### src/rtl/sedc_pkg.sv
// ----------------------------------------------------------------------------
// Sensor event confirm detector: shared types and constants
// Config register map, item kinds, phase codes and the queue word that
// travels from the front to the back.
// ----------------------------------------------------------------------------
package sedc_pkg;

   localparam int ACCEL_W     = 16;
   localparam int SQ_W        = 32;   // 3 * 2^30 fits
   localparam int PRES_W      = 20;
   localparam int VIB_W       = 16;
   localparam int TIME_W      = 32;
   localparam int MAG_W       = 16;
   localparam int SUM_W       = 20;
   localparam int HIT_W       = 8;
   localparam int CSR_IDX_W   = 3;
   localparam int CSR_DATA_W  = 32;
   localparam int RISE_W      = 30;   // 20-bit rise times 1000
   localparam int LIM_W       = 52;   // 20-bit threshold times 32-bit dt
   localparam int QUEUE_DEPTH = 2;
   localparam int ROOT_STEPS  = 16;   // one result bit per step
   localparam int AXIS_COUNT  = 3;

   localparam logic [9:0] RISE_SCALE = 10'd1000;   // ms per second

   typedef enum logic [CSR_IDX_W-1:0] {
      CSR_SCENARIO  = 3'd0,
      CSR_IMPACT    = 3'd1,
      CSR_FREE_FALL = 3'd2,
      CSR_VIBRATION = 3'd3,
      CSR_PRES_RATE = 3'd4,
      CSR_WINDOW    = 3'd5,
      CSR_CONFIRM   = 3'd6
   } csr_index_type;

   typedef enum logic [1:0] {
      KIND_FREE_FALL = 2'd0,
      KIND_SINKING   = 2'd1,
      KIND_IMPACT    = 2'd2,
      KIND_MANUAL    = 2'd3
   } kind_type;

   typedef enum logic [1:0] {
      PH_ARMED     = 2'd0,
      PH_DETECTING = 2'd1,
      PH_CONFIRMED = 2'd2,
      PH_ACTIVATED = 2'd3
   } phase_type;

   typedef struct packed {
      logic [1:0]        scenario;
      logic [15:0]       impact_threshold;
      logic [15:0]       free_fall_threshold;
      logic [15:0]       vibration_threshold;
      logic [PRES_W-1:0] pressure_rate_threshold;
      logic [15:0]       window_ms;
      logic [HIT_W-1:0]  confirm_samples;
   } cfg_type;

   localparam cfg_type CFG_RESET = '{
      scenario:                2'd0,
      impact_threshold:        16'd8192,
      free_fall_threshold:     16'd512,
      vibration_threshold:     16'd100,
      pressure_rate_threshold: 20'd480,
      window_ms:               16'd500,
      confirm_samples:         8'd3
   };

   typedef struct packed {
      kind_type          kind;
      logic [SQ_W-1:0]   sq;
      logic [PRES_W-1:0] pres;
      logic [VIB_W-1:0]  vib;
      logic [TIME_W-1:0] now;
   } entry_type;

endpackage

### src/rtl/sedc_front.sv
// ----------------------------------------------------------------------------
// Sensor event confirm detector: front end
// Accepts a sample word, classifies it by scenario and, for free fall and impact, forms the
// squared acceleration magnitude with one shared squarer, then pushes to the queue.
// ----------------------------------------------------------------------------
module sedc_front (
   input  logic                          clock,
   input  logic                          reset,
   input  sedc_pkg::cfg_type             cfg,
   input  logic                          req_valid,
   output logic                          req_ready,
   input  logic signed [15:0]            req_accel_x_val,
   input  logic signed [15:0]            req_accel_y_val,
   input  logic signed [15:0]            req_accel_z_val,
   input  logic [sedc_pkg::PRES_W-1:0]   req_pressure_val,
   input  logic [sedc_pkg::VIB_W-1:0]    req_vibration_hz,
   input  logic [sedc_pkg::TIME_W-1:0]   req_time_ms,
   output logic                          push_valid,
   input  logic                          push_ready,
   output sedc_pkg::entry_type           push_data
);

   typedef enum logic [1:0] {
      F_IDLE,
      F_SQUARE,
      F_PUSH
   } front_state_type;

   front_state_type            state_ff;
   logic [1:0]                 axis_ff;
   logic signed [15:0]         ax_ff, ay_ff, az_ff;
   sedc_pkg::entry_type        entry_ff;
   sedc_pkg::kind_type         kind_in;
   logic signed [15:0]         axis_sel;
   logic signed [31:0]         square;

   assign req_ready  = (state_ff == F_IDLE);
   assign push_valid = (state_ff == F_PUSH);
   assign push_data  = entry_ff;

   always_comb begin
      unique case (cfg.scenario)
         2'd0:    kind_in = sedc_pkg::KIND_FREE_FALL;
         2'd1:    kind_in = sedc_pkg::KIND_SINKING;
         2'd2:    kind_in = sedc_pkg::KIND_IMPACT;
         default: kind_in = sedc_pkg::KIND_MANUAL;
      endcase
   end

   always_comb begin
      case (axis_ff)
         2'd0:    axis_sel = ax_ff;
         2'd1:    axis_sel = ay_ff;
         default: axis_sel = az_ff;
      endcase
   end

   assign square = axis_sel * axis_sel;

   always_ff @(posedge clock) begin
      if (reset) begin
         state_ff <= F_IDLE;
         axis_ff  <= 2'd0;
      end else begin
         unique case (state_ff)
            F_IDLE: begin
               if (req_valid) begin
                  ax_ff          <= req_accel_x_val;
                  ay_ff          <= req_accel_y_val;
                  az_ff          <= req_accel_z_val;
                  entry_ff.kind  <= kind_in;
                  entry_ff.sq    <= '0;
                  entry_ff.pres  <= req_pressure_val;
                  entry_ff.vib   <= req_vibration_hz;
                  entry_ff.now   <= req_time_ms;
                  axis_ff        <= 2'd0;
                  // sinking and manual never look at the magnitude
                  if (kind_in == sedc_pkg::KIND_FREE_FALL ||
                      kind_in == sedc_pkg::KIND_IMPACT) begin
                     state_ff <= F_SQUARE;
                  end else begin
                     state_ff <= F_PUSH;
                  end
               end
            end
            F_SQUARE: begin
               entry_ff.sq <= entry_ff.sq + {1'b0, square[30:0]};
               axis_ff     <= axis_ff + 2'd1;
               if (axis_ff == 2'(sedc_pkg::AXIS_COUNT - 1)) begin
                  state_ff <= F_PUSH;
               end
            end
            F_PUSH: begin
               if (push_ready) begin
                  state_ff <= F_IDLE;
               end
            end
            default: state_ff <= F_IDLE;
         endcase
      end
   end

endmodule

### src/rtl/sedc_queue.sv
// ----------------------------------------------------------------------------
// Sensor event confirm detector: work queue
// Short first-in first-out queue of classified words between front and back.
// ----------------------------------------------------------------------------
module sedc_queue (
   input  logic                 clock,
   input  logic                 reset,
   input  logic                 push_valid,
   output logic                 push_ready,
   input  sedc_pkg::entry_type  push_data,
   output logic                 pop_valid,
   input  logic                 pop_ready,
   output sedc_pkg::entry_type  pop_data
);

   localparam int DEPTH = sedc_pkg::QUEUE_DEPTH;
   localparam int PTR_W = (DEPTH > 1) ? $clog2(DEPTH) : 1;
   localparam int CNT_W = $clog2(DEPTH + 1);

   sedc_pkg::entry_type slot_ff [DEPTH];
   logic [PTR_W-1:0]    wr_ptr_ff, rd_ptr_ff;
   logic [CNT_W-1:0]    count_ff;
   logic                do_push, do_pop;

   assign push_ready = (count_ff != CNT_W'(DEPTH));
   assign pop_valid  = (count_ff != '0);
   assign pop_data   = slot_ff[rd_ptr_ff];
   assign do_push    = push_valid && push_ready;
   assign do_pop     = pop_valid && pop_ready;

   always_ff @(posedge clock) begin
      if (do_push) begin
         slot_ff[wr_ptr_ff] <= push_data;
      end
   end

   always_ff @(posedge clock) begin
      if (reset) begin
         wr_ptr_ff <= '0;
         rd_ptr_ff <= '0;
         count_ff  <= '0;
      end else begin
         if (do_push) begin
            wr_ptr_ff <= (wr_ptr_ff == PTR_W'(DEPTH - 1)) ? '0 : wr_ptr_ff + 1'b1;
         end
         if (do_pop) begin
            rd_ptr_ff <= (rd_ptr_ff == PTR_W'(DEPTH - 1)) ? '0 : rd_ptr_ff + 1'b1;
         end
         if (do_push && !do_pop) begin
            count_ff <= count_ff + 1'b1;
         end else if (do_pop && !do_push) begin
            count_ff <= count_ff - 1'b1;
         end
      end
   end

endmodule

### src/rtl/sedc_back.sv
// ----------------------------------------------------------------------------
// Sensor event confirm detector: back end
// Runs the selected detector on one queued word (bit-serial square root and
// moving sum, pressure rate, impact compare), steps the confirmation phase
// and holds the result word in an output register.
// ----------------------------------------------------------------------------
module sedc_back #(
   parameter int AVG_DEPTH = 10
) (
   input  logic                 clock,
   input  logic                 reset,
   input  sedc_pkg::cfg_type    cfg,
   input  logic                 pop_valid,
   output logic                 pop_ready,
   input  sedc_pkg::entry_type  pop_data,
   output logic                 rsp_valid,
   input  logic                 rsp_ready,
   output logic                 rsp_activate,
   output logic                 rsp_event_now,
   output logic [1:0]           rsp_phase
);

   localparam int POS_W  = (AVG_DEPTH > 1) ? $clog2(AVG_DEPTH) : 1;
   localparam int FILL_W = $clog2(AVG_DEPTH + 1);
   localparam int CMP_W  = sedc_pkg::SUM_W + FILL_W;
   localparam int REM_W  = 19;
   localparam int STEP_W = $clog2(sedc_pkg::ROOT_STEPS);

   typedef enum logic [3:0] {
      B_IDLE,
      B_ROOT,
      B_RING,
      B_FF_CMP,
      B_SINK_MUL,
      B_SINK_CMP,
      B_IMP_MUL,
      B_IMP_CMP,
      B_DONE
   } back_state_type;

   back_state_type                  state_ff;
   sedc_pkg::entry_type             cur_ff;
   logic                            ev_ff;

   // square root datapath
   logic [sedc_pkg::SQ_W-1:0]       rad_ff;
   logic [sedc_pkg::MAG_W-1:0]      root_ff, root_in;
   logic [REM_W-1:0]                rem_ff, rem_in, rem_shift, trial;
   logic [STEP_W-1:0]               step_ff;

   // moving sum
   logic [sedc_pkg::MAG_W-1:0]      ring_ff [AVG_DEPTH];
   logic [sedc_pkg::SUM_W-1:0]      sum_ff, sum_in;
   logic [POS_W-1:0]                pos_ff;
   logic [FILL_W-1:0]               fill_ff;
   logic [CMP_W-1:0]                ff_limit;

   // sinking and impact
   logic [sedc_pkg::PRES_W-1:0]     prev_pres_ff;
   logic [sedc_pkg::TIME_W-1:0]     prev_time_ff, dt;
   logic [sedc_pkg::RISE_W-1:0]     rise_ff;
   logic [sedc_pkg::LIM_W-1:0]      lim_ff;
   logic [sedc_pkg::SQ_W-1:0]       thr_sq_ff;

   // confirmation phase
   sedc_pkg::phase_type             phase_ff, phase_in;
   logic [sedc_pkg::TIME_W-1:0]     wstart_ff, wstart_in;
   logic [sedc_pkg::HIT_W-1:0]      hit_ff, hit_in, hit_inc;
   logic                            act_in;

   // result register
   logic                            rsp_valid_ff;
   logic                            rsp_activate_ff;
   logic                            rsp_event_ff;
   sedc_pkg::phase_type             rsp_phase_ff;
   logic                            out_free;

   assign pop_ready     = (state_ff == B_IDLE);
   assign rsp_valid     = rsp_valid_ff;
   assign rsp_activate  = rsp_activate_ff;
   assign rsp_event_now = rsp_event_ff;
   assign rsp_phase     = rsp_phase_ff;
   assign out_free      = !rsp_valid_ff || rsp_ready;

   // one root bit per step: bring down two radicand bits, try subtract
   assign rem_shift = {rem_ff[REM_W-3:0], rad_ff[sedc_pkg::SQ_W-1 -: 2]};
   assign trial     = {1'b0, root_ff, 2'b01};

   always_comb begin
      if (rem_shift >= trial) begin
         rem_in  = rem_shift - trial;
         root_in = {root_ff[sedc_pkg::MAG_W-2:0], 1'b1};
      end else begin
         rem_in  = rem_shift;
         root_in = {root_ff[sedc_pkg::MAG_W-2:0], 1'b0};
      end
   end

   assign sum_in   = sum_ff - ring_ff[pos_ff] + sedc_pkg::SUM_W'(root_ff);
   assign ff_limit = CMP_W'(cfg.free_fall_threshold) * CMP_W'(fill_ff);
   assign dt       = cur_ff.now - prev_time_ff;
   assign hit_inc  = (hit_ff == '1) ? hit_ff : hit_ff + 1'b1;

   always_comb begin
      phase_in  = phase_ff;
      wstart_in = wstart_ff;
      hit_in    = hit_ff;
      act_in    = 1'b0;
      if (cur_ff.kind != sedc_pkg::KIND_MANUAL) begin
         unique case (phase_ff)
            sedc_pkg::PH_ARMED: begin
               if (ev_ff) begin
                  phase_in  = sedc_pkg::PH_DETECTING;
                  wstart_in = cur_ff.now;
                  hit_in    = '0;
               end
            end
            sedc_pkg::PH_DETECTING: begin
               if (ev_ff) begin
                  hit_in = hit_inc;
                  if (hit_inc >= cfg.confirm_samples) begin
                     phase_in = sedc_pkg::PH_CONFIRMED;
                  end
               end else if ((cur_ff.now - wstart_ff) > {16'd0, cfg.window_ms}) begin
                  phase_in = sedc_pkg::PH_ARMED;
               end
            end
            sedc_pkg::PH_CONFIRMED: begin
               phase_in = sedc_pkg::PH_ACTIVATED;
               act_in   = 1'b1;
            end
            default: ;
         endcase
      end
   end

   always_ff @(posedge clock) begin
      if (reset) begin
         state_ff        <= B_IDLE;
         ev_ff           <= 1'b0;
         sum_ff          <= '0;
         pos_ff          <= '0;
         fill_ff         <= '0;
         prev_pres_ff    <= '0;
         prev_time_ff    <= '0;
         phase_ff        <= sedc_pkg::PH_ARMED;
         wstart_ff       <= '0;
         hit_ff          <= '0;
         rsp_valid_ff    <= 1'b0;
         rsp_activate_ff <= 1'b0;
         rsp_event_ff    <= 1'b0;
         rsp_phase_ff    <= sedc_pkg::PH_ARMED;
         for (int i = 0; i < AVG_DEPTH; i++) begin
            ring_ff[i] <= '0;
         end
      end else begin
         if (rsp_valid_ff && rsp_ready) begin
            rsp_valid_ff <= 1'b0;
         end

         unique case (state_ff)
            B_IDLE: begin
               if (pop_valid) begin
                  cur_ff  <= pop_data;
                  ev_ff   <= 1'b0;
                  rad_ff  <= pop_data.sq;
                  root_ff <= '0;
                  rem_ff  <= '0;
                  step_ff <= '0;
                  unique case (pop_data.kind)
                     sedc_pkg::KIND_FREE_FALL: state_ff <= B_ROOT;
                     sedc_pkg::KIND_SINKING:   state_ff <= B_SINK_MUL;
                     sedc_pkg::KIND_IMPACT:    state_ff <= B_IMP_MUL;
                     default:                  state_ff <= B_DONE;
                  endcase
               end
            end
            B_ROOT: begin
               rad_ff  <= {rad_ff[sedc_pkg::SQ_W-3:0], 2'b00};
               rem_ff  <= rem_in;
               root_ff <= root_in;
               step_ff <= step_ff + 1'b1;
               if (step_ff == STEP_W'(sedc_pkg::ROOT_STEPS - 1)) begin
                  state_ff <= B_RING;
               end
            end
            B_RING: begin
               // replace the oldest magnitude and advance the ring
               sum_ff          <= sum_in;
               ring_ff[pos_ff] <= root_ff;
               pos_ff          <= (pos_ff == POS_W'(AVG_DEPTH - 1)) ? '0 : pos_ff + 1'b1;
               if (fill_ff != FILL_W'(AVG_DEPTH)) begin
                  fill_ff <= fill_ff + 1'b1;
               end
               state_ff <= B_FF_CMP;
            end
            B_FF_CMP: begin
               ev_ff    <= (CMP_W'(sum_ff) < ff_limit) &&
                           (cur_ff.vib > cfg.vibration_threshold);
               state_ff <= B_DONE;
            end
            B_SINK_MUL: begin
               if (prev_time_ff == '0) begin
                  // no reference time yet (zero): take this sample as the reference
                  prev_pres_ff <= cur_ff.pres;
                  prev_time_ff <= cur_ff.now;
                  state_ff     <= B_DONE;
               end else if (dt == '0) begin
                  state_ff <= B_DONE;
               end else begin
                  lim_ff <= cfg.pressure_rate_threshold * dt;
                  if (cur_ff.pres > prev_pres_ff) begin
                     rise_ff <= (cur_ff.pres - prev_pres_ff) * sedc_pkg::RISE_SCALE;
                  end else begin
                     rise_ff <= '0;
                  end
                  prev_pres_ff <= cur_ff.pres;
                  prev_time_ff <= cur_ff.now;
                  state_ff     <= B_SINK_CMP;
               end
            end
            B_SINK_CMP: begin
               ev_ff    <= sedc_pkg::LIM_W'(rise_ff) > lim_ff;
               state_ff <= B_DONE;
            end
            B_IMP_MUL: begin
               thr_sq_ff <= cfg.impact_threshold * cfg.impact_threshold;
               state_ff  <= B_IMP_CMP;
            end
            B_IMP_CMP: begin
               ev_ff    <= cur_ff.sq > thr_sq_ff;
               state_ff <= B_DONE;
            end
            B_DONE: begin
               if (out_free) begin
                  phase_ff        <= phase_in;
                  wstart_ff       <= wstart_in;
                  hit_ff          <= hit_in;
                  rsp_valid_ff    <= 1'b1;
                  rsp_activate_ff <= act_in;
                  rsp_event_ff    <= ev_ff;
                  rsp_phase_ff    <= phase_in;
                  state_ff        <= B_IDLE;
               end
            end
            default: state_ff <= B_IDLE;
         endcase
      end
   end

   a_activated_terminal: assert property (@(posedge clock) disable iff (reset)
      phase_ff == sedc_pkg::PH_ACTIVATED |=> phase_ff == sedc_pkg::PH_ACTIVATED)
      else $error("activated phase left before reset");

   a_activate_phase: assert property (@(posedge clock) disable iff (reset)
      rsp_valid_ff && rsp_activate_ff |-> rsp_phase_ff == sedc_pkg::PH_ACTIVATED)
      else $error("activate pulse without activated phase");

   a_fill_bound: assert property (@(posedge clock) disable iff (reset)
      fill_ff <= FILL_W'(AVG_DEPTH))
      else $error("ring fill beyond depth");

   a_root_to_ring: assert property (@(posedge clock) disable iff (reset)
      state_ff == B_ROOT && step_ff == STEP_W'(sedc_pkg::ROOT_STEPS - 1)
      |=> state_ff == B_RING)
      else $error("square root did not hand over to the ring update");

endmodule

### src/rtl/sensor_event_confirm_detector.sv
// ----------------------------------------------------------------------------
// Sensor event confirm detector
// Threshold event detector with confirmation: free fall, sinking and impact
// detectors feed an armed/detecting/confirmed/activated phase sequence.
// ----------------------------------------------------------------------------
// Flow: the front squares the three axes in turn (free fall, impact) or
//   goes straight to the push state (sinking, manual); the back runs the
//   selected detector states, then hands the result to the output register.
// Pacing: free fall is held back by the 16-step bit-serial square root in
//   the back end, which takes no new word until the last result is registered.
// Reset: synchronous; config returns to defaults, ring, sums and phase clear.
// ----------------------------------------------------------------------------
module sensor_event_confirm_detector #(
   parameter int AVG_DEPTH = 10
) (
   input  logic                              clock,
   input  logic                              reset,
   // configuration write channel
   input  logic                              csr_valid,
   output logic                              csr_ready,
   input  logic [sedc_pkg::CSR_IDX_W-1:0]    csr_index,
   input  logic [sedc_pkg::CSR_DATA_W-1:0]   csr_wdata,
   // sample words in
   input  logic                              req_valid,
   output logic                              req_ready,
   input  logic signed [15:0]                req_accel_x_val,
   input  logic signed [15:0]                req_accel_y_val,
   input  logic signed [15:0]                req_accel_z_val,
   input  logic [sedc_pkg::PRES_W-1:0]       req_pressure_val,
   input  logic [sedc_pkg::VIB_W-1:0]        req_vibration_hz,
   input  logic [sedc_pkg::TIME_W-1:0]       req_time_ms,
   // result words out
   output logic                              rsp_valid,
   input  logic                              rsp_ready,
   output logic                              rsp_activate,
   output logic                              rsp_event_now,
   output logic [1:0]                        rsp_phase
);

   sedc_pkg::cfg_type     cfg_ff;
   logic                  push_valid, push_ready;
   logic                  pop_valid, pop_ready;
   sedc_pkg::entry_type   push_data, pop_data;

   // Config writes are always accepted and registered into cfg_ff; writes past the map are dropped.
   assign csr_ready = 1'b1;

   always_ff @(posedge clock) begin
      if (reset) begin
         cfg_ff <= sedc_pkg::CFG_RESET;
      end else if (csr_valid) begin
         case (csr_index)
            sedc_pkg::CSR_SCENARIO:  cfg_ff.scenario            <= csr_wdata[1:0];
            sedc_pkg::CSR_IMPACT:    cfg_ff.impact_threshold    <= csr_wdata[15:0];
            sedc_pkg::CSR_FREE_FALL: cfg_ff.free_fall_threshold <= csr_wdata[15:0];
            sedc_pkg::CSR_VIBRATION: cfg_ff.vibration_threshold <= csr_wdata[15:0];
            sedc_pkg::CSR_PRES_RATE:
               cfg_ff.pressure_rate_threshold <= csr_wdata[sedc_pkg::PRES_W-1:0];
            sedc_pkg::CSR_WINDOW:    cfg_ff.window_ms           <= csr_wdata[15:0];
            sedc_pkg::CSR_CONFIRM:
               cfg_ff.confirm_samples <= csr_wdata[sedc_pkg::HIT_W-1:0];
            default: ;
         endcase
      end
   end

   // Front: accept, classify by scenario, square the axes for free fall and impact.
   sedc_front u_front (
      .clock            (clock),
      .reset            (reset),
      .cfg              (cfg_ff),
      .req_valid        (req_valid),
      .req_ready        (req_ready),
      .req_accel_x_val  (req_accel_x_val),
      .req_accel_y_val  (req_accel_y_val),
      .req_accel_z_val  (req_accel_z_val),
      .req_pressure_val (req_pressure_val),
      .req_vibration_hz (req_vibration_hz),
      .req_time_ms      (req_time_ms),
      .push_valid       (push_valid),
      .push_ready       (push_ready),
      .push_data        (push_data)
   );

   // Queue: lets the front take the next sample while the back grinds.
   sedc_queue u_queue (
      .clock      (clock),
      .reset      (reset),
      .push_valid (push_valid),
      .push_ready (push_ready),
      .push_data  (push_data),
      .pop_valid  (pop_valid),
      .pop_ready  (pop_ready),
      .pop_data   (pop_data)
   );

   // Back: detectors, phase sequence and the result register.
   sedc_back #(
      .AVG_DEPTH (AVG_DEPTH)
   ) u_back (
      .clock         (clock),
      .reset         (reset),
      .cfg           (cfg_ff),
      .pop_valid     (pop_valid),
      .pop_ready     (pop_ready),
      .pop_data      (pop_data),
      .rsp_valid     (rsp_valid),
      .rsp_ready     (rsp_ready),
      .rsp_activate  (rsp_activate),
      .rsp_event_now (rsp_event_now),
      .rsp_phase     (rsp_phase)
   );

endmodule

### config.mk
export PLATFORM = sky130hd
export DESIGN_NAME = sensor_event_confirm_detector
export DESIGN_NICKNAME = d
export VERILOG_FILES = /design/src/rtl/sedc_pkg.sv /design/src/rtl/sedc_front.sv /design/src/rtl/sedc_queue.sv /design/src/rtl/sedc_back.sv /design/src/rtl/sensor_event_confirm_detector.sv
export SDC_FILE = /design/constraint.sdc
export NUM_CORES = 2
export LEC_CHECK = 0
export BUFFER_PORTS_ARGS = -buffer_cell sky130_fd_sc_hd__buf_2
export CORE_MARGIN = 2
export CORE_UTILIZATION = 59
export DETAILED_ROUTE_END_ITERATION = 7
export PLACE_DENSITY = 0.79
export SYNTH_ARGS = -nofsm -noshare
export SYNTH_HDL_FRONTEND = slang
export SYNTH_SLANG_ARGS = --single-unit
### constraint.sdc
create_clock -name clock -period 10.72 [get_ports clock]
set_input_delay 1.072 -clock clock [delete_from_list [all_inputs] [get_ports clock]]
set_output_delay 1.072 -clock clock [all_outputs]
set_load 0.02 [all_outputs]
==> qor.yml <==
outcome:
  status: "complete, no violations"
synthesis:
  synth_edf_count: 891
  synth_nets: 11000
  synthAdderAreaFrac_pct: 31.8
  synth_compound_area_share_pct: 7.20
  syn_area_mm2: 0.0941
  async_flop_share_pct: 0
  synth_simple_gate_area_share_pct: 13.0
  ys_seq_area_share_pct: 33.5
  synth_area_leaders: "edfxtp_1 28%, fa_1 22%, ha_1 9.3%"
  ys.flop_type: "edfxtp_1"
  netlist_instances: 9087
  synth_cell_types: 87
  syn_area_per_cell_um2: 10.4
  muxShareOfSynthArea_pct: 4.04
  synth_top_family_by_area: "adder cells"
  synth_top_area_share_pct: 28.4
  synth_xor_area_share_pct: 2.53
  synth_seq_cells: 1128
  yosysTopAreaCell: "edfxtp_1"
  yosysWarnings: 0
worst_setup_path:
  cp-end-kind: "flop"
  ff2ff_path_depth: 38
  cp-start-kind: "flop"
  arrival_ns: 10.74
  critPathTopFamily: "adder cells"
  crit_buf_inv: 11
  critPathLaunch: "u_back.cur_ff[0]$_DFFE_PP_"
  cp_max_fo: 15
  path_depth: 38
  crit_required_ns: 11.20
  crit_path_frequent_cell: "inv_1"
  rr_startpoint: "u_back.cur_ff[0]$_DFFE_PP_"
  crit_type: "reg -> reg"
  cp_slowest_cell: "fa_1"
  max_stage_delay_ns: 0.58
floorplanning:
  io-pin-count: 163
  rows: 146
  coreArea_mm2: 0.158
  start_util_pct: 59.4
  die_y_um: 403
  die-area_mm2: 0.163
  fp.dieW_um: 403
cts:
  clk_pin_slew_ns: 0.06
  cts_tree: "done"
  htreeDepth: 3
  cts_root_buffer: "clkbuf_16"
  worstSkewPairLatency_ns: 0.78
  cts.sinks: 1128
  cts_hold_buf: 0
  cts-buffers-inserted: 116
  postCtsSetupRepairBufs: 0
  cts.path.max_buffers: 3
min_path:
  hp-start: "u_front.push_data[53]$_DFFE_PP_"
  hold_depth: 0
  holdCritPathClass: "reg -> reg"
placed_design:
  routabilityCongestion: 0.936
  dp_hpwl_um: 168000
  post_dp_cell_area_mm2: 0.0974
  port_buffers: 149
sta:
  rsz0062_at_grt: "no"
  hold_viol_final: 0
  fin_crit_sh_pct: 95.8
  fin_crit_ns: 10.26
  fin_worst_skew_ns: 0.0480
  fmax_mhz: 97.4
  relSlewSlack_pct: 15.7
  slew_viol_final: 0
  finalSetupViolCount: 0
  fin_setup_tns_ns: 0
  whs_ns: 0.421
  tightest_slew_ns: 1.26
final_layout:
  multi_input_area_mm2: 0.0554
  drive_gt1_share_pct: 7.79
  fin_nets: 11071
  syn_to_final_growth_pct: 7.70
  n_fill_cell: 11925
  postLayoutCoreUtil_pct: 64.0
  regArea_mm2: 0.0315
  design_area_mm2: 0.101
drt:
  ant_nets: 0
  num_vias: 64960
  wirelength_um: 221000
  wire_per_inst_um: 19.5
  initialDrtViolationCount: 5101
  route.detailed.drc: 0
  vias_per_cell: 5.73
  dr.pass1.iters: 6
grt:
  antenna_found_initial: 15
  gr-usage-all-layers_pct: 27.6
  grt_max_degree: 223
  grt_overflow_total: 0
  grt_pass1_wl_um: 356000
  grt_pass1_vias: 68266
flow_run:
  maxCapViolations: 0
[state kept, by name (all words and copies together), names as in the netlist, 52 cells and up, named ones only]
register / cells
u_back.cur_ff: 102
u_back.lim_ff: 52
u_queue.slot_ff: 204
u_back.ring_ff: 256
u_front.push_data: 102
cfg_ff: 94
[repair_timing]
action / in CTS / in global routing
hold endpoints to repair: 0 / 0
gates resized for setup: 0 / 10
setup endpoints to repair: 0 / 10
[cell usage in the layout, fill, tap and decap left out, types with 165 or more instances in the layout]
cell type and instances:
o21ai_0 174, a21oi_1 399, ha_1 703, and2_1 341, nand2_1 947, nor2_1 633, fa_1 1054, xnor2_1 165
inv_1 1651, nand2b_1 173, edfxtp_1 891, dfxtp_1 234
[worst register-to-register path: cells and delay by family, from the launching register on]
kind                       cells  cell delay, ns
adders and majority gates     10            4.56
AOI/OAI and AO/OA             11            2.99
buffers and inverters         11            0.93
and+or+nand+nor                4            0.60
xor gates and xnor gates       2            0.47
DFF                            1            0.42
[cell type report]
type,count,share of cell area (%)
clock inverters,65,0.675
flip-flops and latches,1128,31.1
well taps,2072,2.56
diodes,8,0.0198
repair buffers,278,1.72
clock buffers,155,3.15
inverters,1657,6.14
multi-input cells,5977,54.6
[cells by family (layout without fill, tap and decap cells)]
group / count (synthesis) / count (layout)
adder cells (fa/ha/maj): 1757 / 1757
AND/OR/NAND/NOR: 2606 / 2606
AO/OA/AOI/OAI: 1075 / 1075
multiplexers: 266 / 266
XOR/XNOR: 272 / 272
other: 1 / 9
flip-flops: 1128 / 1128
buffers and inverters: 1982 / 2155
[worst paths after layout]
path                                           end  slack (ns)
setup / recovery       u_back.lim_ff[43]$_DFFE_PP_        0.46
hold / removal    u_queue.slot_ff[0][53]$_DFFE_PP_        0.42
setup reg to reg       u_back.lim_ff[43]$_DFFE_PP_        0.46
hold reg to reg   u_queue.slot_ff[0][53]$_DFFE_PP_        0.42
[synth_stat cells (all sizes together) (34+ instances only)]
| library cell | n |
|---|---|
| xnor2 | 178 |
| nand2 | 948 |
| nor2 | 640 |
| edfxtp | 891 |
| o21a | 36 |
| dfxtp | 237 |
| fa | 1054 |
| nor3 | 72 |
| nand3 | 90 |
| o21bai | 44 |
| mux2 | 107 |
| a21o | 145 |
| a31oi | 34 |
| nand4 | 49 |
| ha | 703 |
| a21oi | 401 |
| and3 | 66 |
| clkbuf | 300 |
| mux2i | 79 |
| o21ai | 182 |
| nor2b | 86 |
| nand2b | 173 |
| mux4 | 80 |
| inv | 1652 |
| xor2 | 94 |
| a211oi | 42 |
| and2 | 343 |
[metrics by stage]
step,setup WS (ns),std cells
2_1_floorplan,0.106,9087
3_3_place_gp,0.371,11112
3_5_place_dp,0.284,11112
4_1_cts,0.182,11332
5_1_grt,0.0300,11334
6_report,0.455,11340
[routing by layer]
metal  part of all wire (%)  global-route usage (%)
met3                    8.5                    5.62
met5                  0.016                       0
met4                    4.1                    10.9
met2                     49                    46.5
met1                     39                    35.1
Power is left out: the tool's default activity adds up to more than one toggle a clock period on the data nets, which glitch-free logic cannot reach.
